--- src/rtl/nns_div.sv ---
// ----------------------------------------------------------------------------
// nns_div
// Coordinate mapper: computes min(floor((2*pos*src + dst) / (2*dst)), src-1)
// with a shift-subtract divider, one quotient bit per cycle. Setup and a
// clamp compare come before the quotient steps, and done follows the last.
// ----------------------------------------------------------------------------
module nns_div #(
    parameter  int MAX_SIZE = 256,
    parameter  int STEPS    = 8,
    localparam int QW       = $clog2(MAX_SIZE),
    localparam int SW       = $clog2(MAX_SIZE + 1)
) (
    input  logic          aclk,
    input  logic          aresetn,
    input  logic          start,
    input  logic [QW-1:0] pos,
    input  logic [SW-1:0] src_size,
    input  logic [SW-1:0] dst_size,
    output logic          done,
    output logic [QW-1:0] quot
);

    localparam int NW    = SW + STEPS + 2;
    localparam int CNT_W = (STEPS > 1) ? $clog2(STEPS) : 1;

    typedef enum logic [1:0] {
        ST_IDLE,
        ST_CMP,
        ST_STEP
    } state_t;

    state_t             state_reg;
    logic               done_reg;
    logic [CNT_W-1:0]   cnt_reg;
    logic [NW-1:0]      num_reg;
    logic [NW-1:0]      lim_reg;
    logic [NW-1:0]      den_sh_reg;
    logic [QW-1:0]      smax_reg;
    logic               clamp_reg;
    logic [STEPS-1:0]   q_reg;
    logic               fits;

    // sequencer: setup, clamp compare, then one step per quotient bit
    always_ff @(posedge aclk) begin
        if (!aresetn) begin
            state_reg <= ST_IDLE;
            done_reg  <= 1'b0;
            cnt_reg   <= '0;
        end else begin
            done_reg <= (state_reg == ST_STEP) && (cnt_reg == '0);
            unique case (state_reg)
                ST_IDLE: begin
                    if (start) begin
                        state_reg <= ST_CMP;
                    end
                end
                ST_CMP: begin
                    state_reg <= ST_STEP;
                    cnt_reg   <= CNT_W'(STEPS - 1);
                end
                ST_STEP: begin
                    if (cnt_reg == '0) begin
                        state_reg <= ST_IDLE;
                    end else begin
                        cnt_reg <= cnt_reg - 1'b1;
                    end
                end
                default: begin
                    state_reg <= ST_IDLE;
                end
            endcase
        end
    end

    assign fits = (num_reg >= den_sh_reg);

    // datapath: numerator, clamp limit and shifted divisor
    always_ff @(posedge aclk) begin
        if (state_reg == ST_IDLE && start) begin
            num_reg    <= ((NW'(pos) * NW'(src_size)) << 1) + NW'(dst_size);
            lim_reg    <= (NW'(dst_size) * NW'(src_size)) << 1;
            den_sh_reg <= NW'(dst_size) << STEPS;
            smax_reg   <= QW'(src_size - 1'b1);
        end
        if (state_reg == ST_CMP) begin
            clamp_reg <= (num_reg >= lim_reg);
            q_reg     <= '0;
        end
        if (state_reg == ST_STEP) begin
            if (fits) begin
                num_reg <= num_reg - den_sh_reg;
            end
            q_reg      <= STEPS'({q_reg, fits});
            den_sh_reg <= den_sh_reg >> 1;
        end
    end

    assign done = done_reg;
    assign quot = clamp_reg ? smax_reg : QW'(q_reg);

    // a new request only arrives while the unit is free
    a_start_idle: assert property (@(posedge aclk) disable iff (!aresetn)
        start |-> state_reg == ST_IDLE)
        else $error("nns_div: start while busy");

    // done follows the last quotient step
    a_done_step: assert property (@(posedge aclk) disable iff (!aresetn)
        done_reg |-> $past(state_reg == ST_STEP))
        else $error("nns_div: done without a final step");

    // remainder stays below twice the current divisor when not clamped
    a_rem_bound: assert property (@(posedge aclk) disable iff (!aresetn)
        (state_reg == ST_STEP && !clamp_reg) |-> ({1'b0, num_reg} < {den_sh_reg, 1'b0}))
        else $error("nns_div: partial remainder out of range");

endmodule

--- config.mk ---
export PLATFORM = sky130hd
export DESIGN_NAME = nns_div
export DESIGN_NICKNAME = d
export VERILOG_FILES = /design/src/rtl/nns_div.sv
export SDC_FILE = /design/constraint.sdc
export NUM_CORES = 1
export LEC_CHECK = 0
export BUFFER_PORTS_ARGS = -buffer_cell sky130_fd_sc_hd__buf_4
export CAP_MARGIN = 20
export CORE_MARGIN = 3
export CORE_UTILIZATION = 58
export CTS_CLUSTER_DIAMETER = 50
export DETAILED_ROUTE_END_ITERATION = 16
export PLACE_DENSITY = 0.78
export REMOVE_ABC_BUFFERS = 1
export SLEW_MARGIN = 20
export SYNTH_ARGS = -nofsm -noshare
export SYNTH_HDL_FRONTEND = slang
export SYNTH_SLANG_ARGS = --single-unit
--- constraint.sdc ---
create_clock -name aclk -period 5.7 [get_ports aclk]
set_input_delay 0.57 -clock aclk [delete_from_list [all_inputs] [get_ports aclk]]
set_output_delay 0.57 -clock aclk [all_outputs]
set_load 0.01 [all_outputs]
==> impl_metrics.py <==
metrics = {
    "logic_synthesis": {
        "synth_cell_type_count": 62,
        "syn_area_per_cell_um2": 9.29,
        "yosys_warnings": 0,
        "synth_cells": 1053,
        "synthFlopType": "edfxtp_1",
        "synth_seq_area_share": 0.211,
        "ys_ff_latch": 77,
        "ys_async_sr_fraction": 0,
        "netlist_area_um2": 9780,
        "synth-edff-count": 52,
    },
    "placement": {
        "dp_hpwl_mm": 16.1,
        "io_buffers": 37,
        "place.gp.congestion": 0.883,
    },
    "sta": {
        "grt_setup_unrepaired": "false",
        "tightest_slew_ns": 0.916,
        "setup-tns-final_ns": 0,
        "clock_skew_ns": 0.00804,
        "max_freq_mhz": 192,
        "hold_viol_final": 0,
        "setup_violations": 0,
        "relSlewSlack": 0.389,
        "period_share": 0.912,
        "slew_viol_final": 0,
        "timing.final.crit_period_ns": 5.20,
    },
    "flow_run": {
        "cap_violations": 0,
    },
    "critical_path": {
        "worstSetupEndpointType": "flip-flop",
        "critPathLaunch": "pos[7]",
        "cp_num_buf_inv": 4,
        "crit_chain": "buf_4 -> nand2_1 -> fa_1 -> fa_1 -> inv_1 -> fa_1 -> inv_1 -> fa_1 -> inv_1 -> ha_1 -> and3_1 -> a2111oi_2 -> xnor2_2 -> nand2_1 -> a2111oi_2 -> and3_1 -> xnor2_1 -> o21ai_1 -> mux2_2",
        "cpPeakStageDelay_ns": 0.54,
        "critPathMostFrequentCell": "fa_1",
        "critical_path.endpoint": "num_reg[14]",
        "cp.depth": 19,
        "slowest_stage": "fa_1",
        "crit_path_start_kind": "primary input",
        "crit_type": "primary input to flip-flop",
        "crit_fanout": 9,
        "critPathArrivalTime_ns": 5.44,
        "reg2reg_slack_ns": 2.49,
        "r2r_cells": 12,
        "rr_startpoint": "den_sh_reg[4]",
        "worstReg2RegEnd": "num_reg[18]",
        "crit_family": "adder cells",
        "worstPathRequired_ns": 5.94,
    },
    "global_routing": {
        "grt_pass1_vias": 7205,
        "grt.total_usage": 0.237,
        "grt_max_degree": 34,
        "overflow": 0,
        "grt_pass1_wl_mm": 34.7,
        "antenna_found_initial": 0,
    },
    "layout": {
        "num_antenna_cells": 0,
        "final_nets": 1325,
        "drive_gt1_frac": 0.0906,
        "syn2layout_area_growth_pct": 8.55,
        "largest_reg_flops": 19,
        "post-route-util": 0.657,
    },
    "cts": {
        "cts_max_level": 3,
        "cts_buffers": 9,
        "postCtsResizedCells": 0,
        "clk_pin_slew_ns": 0.06,
        "cts_root_buffer": "clkbuf_16",
        "clock_latency_ns": 0.35,
        "clk_path_buf_depth": 2,
        "hold_buffers": 0,
        "post_cts_buffers": 0,
        "cts.sinks": 77,
        "cts_tree": "done",
    },
    "power": {
        "p_leak_nw": 5.16,
        "peakVddDrop_mv": 0.254,
        "p_per_area_nw_per_um2": 456,
    },
    "worst_hold_path": {
        "min_path_type": "primary input to flip-flop",
    },
    "floorplanning": {
        "dieArea_um2": 18500,
        "start_util": 0.605,
        "die_w_um": 136,
        "num_rows": 46,
        "core_um2": 16200,
        "die_h_um": 136,
        "top_level_ports": 38,
    },
    "drt": {
        "dr.pass1.iters": 5,
        "viasPerCell": 5.56,
        "dr.first_iter.drc_count": 413,
        "num_vias": 7216,
        "drc_errors": 0,
        "drt-total-wl_mm": 20.5,
        "wl_per_cell_um": 15.8,
        "final_antenna_net_count": 0,
    },
    "status": {
        "status": "finished, final reports clean",
    },
}
## per-stage QoR
| step | instance area [um^2] | hold slack, ns | setup WS [ns] | instances | total power [mW] |
|---|---|---|---|---|---|
| after floorplan | 9640 | 0.469 | 0.396 | 1017 | 3.44 |
| after global placement | 10300 | 0.482 | 0.168 | 1282 | 4.10 |
| after detailed placement | 10300 | 0.490 | 0.115 | 1282 | 4.17 |
| after CTS | 10600 | 0.482 | 0.479 | 1298 | 4.86 |
| after global routing | 10600 | 0.489 | 0.198 | 1298 | 5.35 |
| final | 10600 | 0.486 | 0.503 | 1298 | 4.85 |
## cell type report
class	instances	area, um^2
Sequential cell	77	2060
Clock inverter	5	98.8
Multi-Input combinational cell	778	6970
Tap cell	216	270
Clock buffer	11	233
Inverter	162	608
Timing Repair Buffer	49	380
Fill cell	1302	5550
## synthesized netlist by cell type, drive strengths merged (5+ instances only)
library cell | n | area, um^2
o21ai | 42 | 214
inv | 162 | 608
a21o | 16 | 120
dfxtp | 25 | 500
ha | 125 | 1560
and2 | 117 | 732
edfxtp | 52 | 1560
nor2 | 41 | 156
nand2b | 15 | 93.8
fa | 94 | 1880
a211oi | 13 | 128
mux2 | 18 | 206
nand3 | 7 | 35.0
o21a | 5 | 37.5
buf | 6 | 32.5
nand2 | 89 | 334
nor2b | 14 | 87.6
nand4 | 7 | 43.8
xnor2 | 34 | 305
xor2 | 23 | 201
nor3 | 11 | 55.1
mux2i | 6 | 60.1
and3 | 7 | 48.8
clkbuf | 30 | 113
a21oi | 47 | 235
## cell usage in the layout (no fill, tap or decap), types with 5 or more instances in the layout
master	instances
a211oi_1	7
clkbuf_16	9
nor3_1	11
dfxtp_1	25
a21oi_1	47
inv_1	162
mux2i_1	6
nand4_1	7
and3_1	6
edfxtp_1	52
ha_1	125
nor2_1	40
nor2b_1	14
and2_1	117
xor2_1	23
buf_4	48
nand3_1	7
a211oi_2	6
nand2b_1	15
o21ai_0	38
o21a_1	5
nand2_1	89
mux2_2	17
fa_1	94
xnor2_1	33
a21o_1	16
## worst min path at each step
stage / startpoint / endpoint / slack, ns / cells past startpoint
after global routing: aresetn / cnt_reg[2] / 0.49 / 2
after CTS: aresetn / cnt_reg[2] / 0.48 / 2
after global placement: cnt_reg[1] / cnt_reg[1] / 0.48 / 1
final: aresetn / cnt_reg[2] / 0.49 / 2
after detailed placement: cnt_reg[1] / cnt_reg[1] / 0.49 / 1
after floorplan: num_reg[18] / num_reg[18] / 0.47 / 1
## logic make-up (layout without fill, tap and decap cells)
family | Yosys count | after routing | synth area share
DFF | 77 | 77 | 0.211
AOI/OAI and AO/OA | 157 | 157 | 0.109
and+or+nand+nor | 321 | 321 | 0.172
muxes | 24 | 24 | 0.0272
xor gates and xnor gates | 57 | 57 | 0.0518
adders and majority gates | 219 | 219 | 0.352
buffers and inverters | 198 | 227 | 0.0770
## worst reg2reg max path, cell delays in order (launching register included)
cell and delay (ns):
edfxtp_1 0.36, inv_1 0.06, ha_1 0.32, nand2_1 0.14
a211oi_2 0.31, o221a_4 0.27, a2111oi_4 0.09, o31a_2 0.36
nor2_2 0.35, buf_4 0.39, o211a_1 0.23, nor3_1 0.05
a211oi_1 0.22
## routing by layer
metal,track usage,up-vias,routed length (um)
li1,-,3520,-
met1,0.314,3510,9370
met2,0.393,143,9800
met3,0.0466,43,787
met4,0.0745,0,565
met5,0,-,0
## power breakdown
| part | total (mW) | internal [mW] | leakage, nW | switching, mW |
|---|---|---|---|---|
| registers | 0.993 | 0.858 | 0.713 | 0.135 |
| logic | 3.19 | 1.42 | 4.29 | 1.77 |
| clock network | 0.659 | 0.426 | 0.161 | 0.233 |
No activity file was read; power rests on OpenSTA's default activity.
